## src/hdl/linear_probe_hash_map_unit_assert.svh

```systemverilog
// assertion macros for the linear probe hash map unit
`ifndef LINEAR_PROBE_HASH_MAP_UNIT_ASSERT_SVH
`define LINEAR_PROBE_HASH_MAP_UNIT_ASSERT_SVH
// implication checked every clock outside reset
`define LPHM_ASSERT_IMP(label, ante, cons, msg) \
  label: assert property (@(posedge clk_i) disable iff (!rst_ni) (ante) |-> (cons)) \
    else $error(msg);
// implication whose consequent is checked in the next cycle
`define LPHM_ASSERT_NEXT(label, ante, cons, msg) \
  label: assert property (@(posedge clk_i) disable iff (!rst_ni) (ante) |=> (cons)) \
    else $error(msg);
`endif

```

## src/hdl/lphm_pkg.sv

```systemverilog
// package of types and constants for the linear probe hash map unit
`default_nettype none
package lphm_pkg;
  localparam int unsigned TableSize = 1024;
  localparam int unsigned IdxW = $clog2(TableSize);
  localparam int unsigned KeyW = 31;
  localparam int unsigned ValW = 31;
  localparam int unsigned CntW = $clog2(TableSize + 1);
  localparam int unsigned QDepth = 2;

  typedef enum logic [1:0] {
    OpPut = 2'd0,
    OpGet = 2'd1,
    OpRemove = 2'd2,
    OpNone = 2'd3
  } op_e;

  typedef enum logic [1:0] {
    MarkEmpty = 2'd0,
    MarkUsed = 2'd1,
    MarkDeleted = 2'd2
  } mark_e;

  typedef enum logic [2:0] {
    StClear,
    StIdle,
    StRead,
    StCheck,
    StWrite,
    StDone
  } state_e;

  typedef struct packed {
    op_e op;
    logic [KeyW-1:0] key;
    logic [ValW-1:0] val;
    logic [IdxW-1:0] home;
  } cmd_t;

  typedef struct packed {
    logic found;
    logic [ValW-1:0] read_value;
    logic status;
  } res_t;

  localparam int unsigned MarkW = 2;
  localparam int unsigned SlotW = MarkW + KeyW + ValW;
endpackage
`default_nettype wire

```

## src/hdl/lphm_front.sv

```systemverilog
// front end: accepts requests, computes the home slot, queues commands
`default_nettype none
module lphm_front (
  input  wire logic           clk_i,
  input  wire logic           rst_ni,
  input  wire logic           in_valid_i,
  output logic                in_ready_o,
  input  wire lphm_pkg::cmd_t in_cmd_i,
  output logic                cmd_valid_o,
  input  wire logic           cmd_ready_i,
  output lphm_pkg::cmd_t      cmd_o
);
  localparam int unsigned PtrW = $clog2(lphm_pkg::QDepth);
  lphm_pkg::cmd_t q_mem_q [lphm_pkg::QDepth];
  logic [PtrW-1:0] wr_q, rd_q;
  logic [PtrW:0] cnt_q;
  logic push, pop;
  lphm_pkg::cmd_t cmd_in;

  always_comb begin
    cmd_in = in_cmd_i;
    cmd_in.home = lphm_pkg::IdxW'(in_cmd_i.key % lphm_pkg::TableSize);
  end

  assign in_ready_o = (cnt_q != (PtrW+1)'(lphm_pkg::QDepth));
  assign cmd_valid_o = (cnt_q != '0);
  assign cmd_o = q_mem_q[rd_q];
  assign push = in_valid_i && in_ready_o;
  assign pop = cmd_valid_o && cmd_ready_i;

  always_ff @(posedge clk_i) begin
    if (push) begin
      q_mem_q[wr_q] <= cmd_in;
    end
  end

  always_ff @(posedge clk_i or negedge rst_ni) begin
    if (!rst_ni) begin
      wr_q <= '0;
      rd_q <= '0;
      cnt_q <= '0;
    end else begin
      if (push) wr_q <= wr_q + 1'b1;
      if (pop) rd_q <= rd_q + 1'b1;
      cnt_q <= cnt_q + (PtrW+1)'(push) - (PtrW+1)'(pop);
    end
  end
endmodule
`default_nettype wire

```

## config.mk

```make
export PLATFORM = sky130hd
export DESIGN_NAME = lphm_front
export DESIGN_NICKNAME = d
export VERILOG_FILES = /design/src/hdl/linear_probe_hash_map_unit_assert.svh /design/src/hdl/lphm_pkg.sv /design/src/hdl/lphm_front.sv
export SDC_FILE = /design/constraint.sdc
export NUM_CORES = 1
export LEC_CHECK = 0
export ABC_AREA = 1
export BUFFER_PORTS_ARGS = -buffer_cell sky130_fd_sc_hd__buf_2
export CAP_MARGIN = 20
export CORE_ASPECT_RATIO = 0.9
export CORE_MARGIN = 2
export CORE_UTILIZATION = 55
export DETAILED_ROUTE_END_ITERATION = 10
export PLACE_DENSITY = 0.85
export REMOVE_ABC_BUFFERS = 1
export SETUP_SLACK_MARGIN = 0.05
export SLEW_MARGIN = 20
export SYNTH_ARGS = -nofsm -noshare
export SYNTH_HDL_FRONTEND = slang
export SYNTH_SLANG_ARGS = --single-unit
```

## constraint.sdc

```tcl
create_clock -name clk_i -period 7.4 [get_ports clk_i]
set_clock_uncertainty 0.2 [all_clocks]
set_input_delay 1.48 -clock clk_i [delete_from_list [all_inputs] [get_ports clk_i]]
set_output_delay 1.48 -clock clk_i [all_outputs]
set_load 0.03 [all_outputs]
```

; Yosys cells after proc, flatten, opt, wreduce, memory -nomap -nowiden
; Memories as Yosys holds them, arrays and structs flattened.
; Cells that the tools add are included.
[totals]
out_inout_bits = 76
register_bits = 4
in_bits = 78
word_cells = 14
ram_bits = 148
memories = 1
[mem_list]
columns = memory, words, word_bits, rd, rd_clocked_by_memory_dff, wr, line_no
row1 = q_mem_q, 2, 74, 1, 0, 1, lphm_front.sv:14  ; lphm_pkg::cmd_t q_mem_q [lphm_pkg::QDepth];
[op_classes]
n_eq_ne = 1
reduce_logical = 3
n_mux = 2
addsub = 4
[ops]
columns = cell, n
row1 = 1-bit adder (second input constant), 2
row2 = 2-bit by 1-bit adder with 2-bit output, 1
row3 = 1-bit logical AND, 2
row4 = 1-bit 2-to-1 mux, 2
row5 = 2-bit != test (second input constant), 1
row6 = 2-bit nonzero test, 1
row7 = 2-bit by 1-bit subtractor with 2-bit output, 1

; Logic depth before layout (Yosys ltp)
[depth]
depth_word = 4
ltp_mapped = 12

; Least setup slack after synthesis
; OpenSTA, ideal clock, no wires.
[synth_path]
path_kind = input -> register
from = input port in_valid_i
to = memory q_mem_q[0][10] in the netlist's numbering (enable)
setup_slack_ns = 2.475
setup_time_ns = 0.486
path_stages = 2
arrival_time_ns = 4.239
cell_sequence = nand2_2 nor2_1
[synth_between]
elab_chain_cells = 3
[synth_lines]
columns = element, line_no
row1 = "start, declared", lphm_front.sv:6  ; input wire logic in_valid_i,
row2 = 1-bit logical AND, lphm_front.sv:28  ; assign push = in_valid_i && in_ready_o;
row3 = 1-bit 2-to-1 mux, lphm_front.sv:32  ; if (push) begin
row4 = 1-bit 2-to-1 mux (not written as such), lphm_front.sv:33  ; q_mem_q[wr_q] <= cmd_in;
row5 = "end, declared", lphm_front.sv:14
; Every way passes these cells.

==> out/results.ini <==
[setup_path]
crit_fanout=65
path_class=reg -> out
arrival_ns=2.17
reg2regPathDepth=4
r2r_start=cnt_q[1]$_DFF_PN0_
r2r_end=q_mem_q[1][66]$_DFFE_PP_
required_ns=5.72
startpoint_type=flop
r2r_slack_ns=4.89
worst_setup_path_end_kind=output pin

[finish]
drive_above_1_share_pct=34.0
final_cell_mix=nand2_1 (199), buf_2 (143), edfxtp_1 (128)
design_area_mm2=0.00637
nNetsFinal=596
final_common_cell=nand2_1
n_antenna_cell=0
fillers=654
synthToLayoutAreaGrowth_pct=27.2

[floorplan]
die_h_um=94.6
start_util_pct=55.7
dieArea_mm2=0.00990
coreArea_mm2=0.00900
die_w_um=105
rows=33
pin_count=154

[drt]
drc_errors=0
vias=3122
wire_per_inst_um=14.1
top_layer=met4
final_antenna_net_count=0
vias_per_cell=4.79
wirelength_um=9180
drt_first_pass_iters=4
drtIter0Drc=188
met3WireLength_um=438
met1_length_um=3640
wl_met2_um=5050

[timing]
maxSlewViolCount=0
period_minus_slack_ns=3.85
hold_violations=0
period_share_pct=52.0
tns_ns=0
fmax_mhz=260
report.final.setup_viol=0
worstMarginPinSlew_ns=0.929
slew_headroom_pct=38.0
rsz0062_at_grt=false

[run]
drv_cap=0

[power]
p_leak_nw=2.80
ir_worst_vdd_uv=368
power_density_mw_per_mm2=496

[hold_path]
holdCritPathClass=reg -> reg
min_path_cells=1
hp-start=cnt_q[0]$_DFF_PN0_
whs_endpoint=cnt_q[0]$_DFF_PN0_

[synthesis]
yosys_warnings=0
syn_area_per_cell_um2=13.3
ys_ff_latch=132
yosysSeqAreaShare_pct=78.7
netlist_area_mm2=0.00501
ys_types=16
synthCells=376

[global_routing]
antenna_found_initial=0
grt_start_max_net_pins=66
globalRouteOverflowTotal=0
track_usage_pct=18.9
grt_first_pass_wirelength_um=14100
grt_pass1_vias=3025

[clocking]
cts.clk_slew.worst_paths_ns=0.06
cts_hold_repair.buffers=0
htreeDepth=4
cts_buffers=17
clockRootBuffer=clkbuf_8
cts.sinks=132
cts_tree=done
cts.path.max_buffers=2
clkLatencyLatePin_ns=0.50
post_cts_buffers=0
ctsResizeCount=0

[place]
placed_area_mm2=0.00570
place_congestion=0.697
dp_hpwl_um=5590
port_buffers=143

[status]
status=finished, final reports clean

==> synth_stat cells <==
| cell | n | area share [%] |
|---|---|---|
| nor2_2 | 1 | 0.12 |
| xor2_1 | 1 | 0.17 |
| nand2_2 | 2 | 0.25 |
| buf_4 | 12 | 1.8 |
| clkbuf_1 | 1 | 0.075 |
| ha_1 | 1 | 0.25 |
| buf_6 | 11 | 2.5 |
| nand3_1 | 2 | 0.20 |
| inv_1 | 7 | 0.52 |
| nand2_1 | 199 | 15 |
| nor2_1 | 4 | 0.30 |
| inv_2 | 1 | 0.075 |
| a21oi_1 | 1 | 0.10 |
| o21ai_1 | 1 | 0.10 |
| edfxtp_1 | 128 | 77 |
| dfrtp_1 | 4 | 2.0 |
==> metrics by stage <==
stage | hold slack (ns) | power, mW | worst slack [ns] | util (%) | std cells
after CTS | 0.370 | 3.19 | 3.44 | 70.8 | 652
after global placement | 0.334 | 2.21 | 3.85 | 63.3 | 620
after detailed placement | 0.357 | 2.24 | 3.83 | 63.3 | 620
final | 0.362 | 3.16 | 3.55 | 70.8 | 652
after global routing | 0.391 | 3.31 | 3.37 | 70.8 | 652
after floorplan | 0.285 | 1.88 | 2.47 | - | 352
==> per-layer routing <==
layer / up-vias / track usage (%)
met5: - / 0
met1: 1491 / 22.1
met2: 95 / 32.9
li1: 1532 / -
met4: 0 / 8.44
met3: 4 / 5.73
==> power by group <==
group | switching [mW] | total [mW] | internal (mW)
logic | 0.879 | 1.15 | 0.270
clock network | 0.293 | 0.941 | 0.648
registers | 0.0473 | 1.07 | 1.02
==> worst max-delay path, stage by stage, from the launching register on <==
cell and delay [ns]:
dfrtp_2 0.36, clkinv_2 0.70, nand2_1 0.27, nand2_1 0.10
buf_2 0.19
==> worst max-delay path by stage <==
stage               cells after the start  slack, ns        startpoint                        to
global placement                        4       3.85        in_valid_i  q_mem_q[1][62]$_DFFE_PP_
global route                            4       3.37  rd_q$_DFFE_PN0P_                 cmd_o[61]
finish                                  4       3.55  rd_q$_DFFE_PN0P_                 cmd_o[54]
floorplan                               2       2.47        in_valid_i  q_mem_q[0][10]$_DFFE_PP_
CTS                                     4       3.44  rd_q$_DFFE_PN0P_                 cmd_o[61]
detailed placement                      4       3.83        in_valid_i  q_mem_q[0][62]$_DFFE_PP_
==> registers in the layout, summed over array words and instances, names as in the netlist <==
signal   cells
wr_q         1
rd_q         1
q_mem_q    128
cnt_q        2
==> final cells by class <==
type | instances | area, µm² | share of cell area, %
clock buffer | 18 | 418 | 6.56
timing repair buffer | 146 | 738 | 11.6
sequential | 132 | 3950 | 61.9
tap | 122 | 153 | 2.39
multi-input combinational | 212 | 835 | 13.1
clock inverter | 14 | 255 | 4.00
inverter | 8 | 31.3 | 0.491
==> cell families (layout without fill, tap and decap cells) <==
kind of cell / count (synthesis) / in the layout / share of synthesized area [%]
AO/OA/AOI/OAI: 2 / 2 / 0.199
buffers and inverters: 32 / 186 / 4.94
AND/OR/NAND/NOR: 208 / 208 / 15.8
adder cells (fa/ha/maj): 1 / 1 / 0.250
flip-flops: 132 / 132 / 78.7
XOR/XNOR: 1 / 1 / 0.175
(Power assumes the default switching activity.)
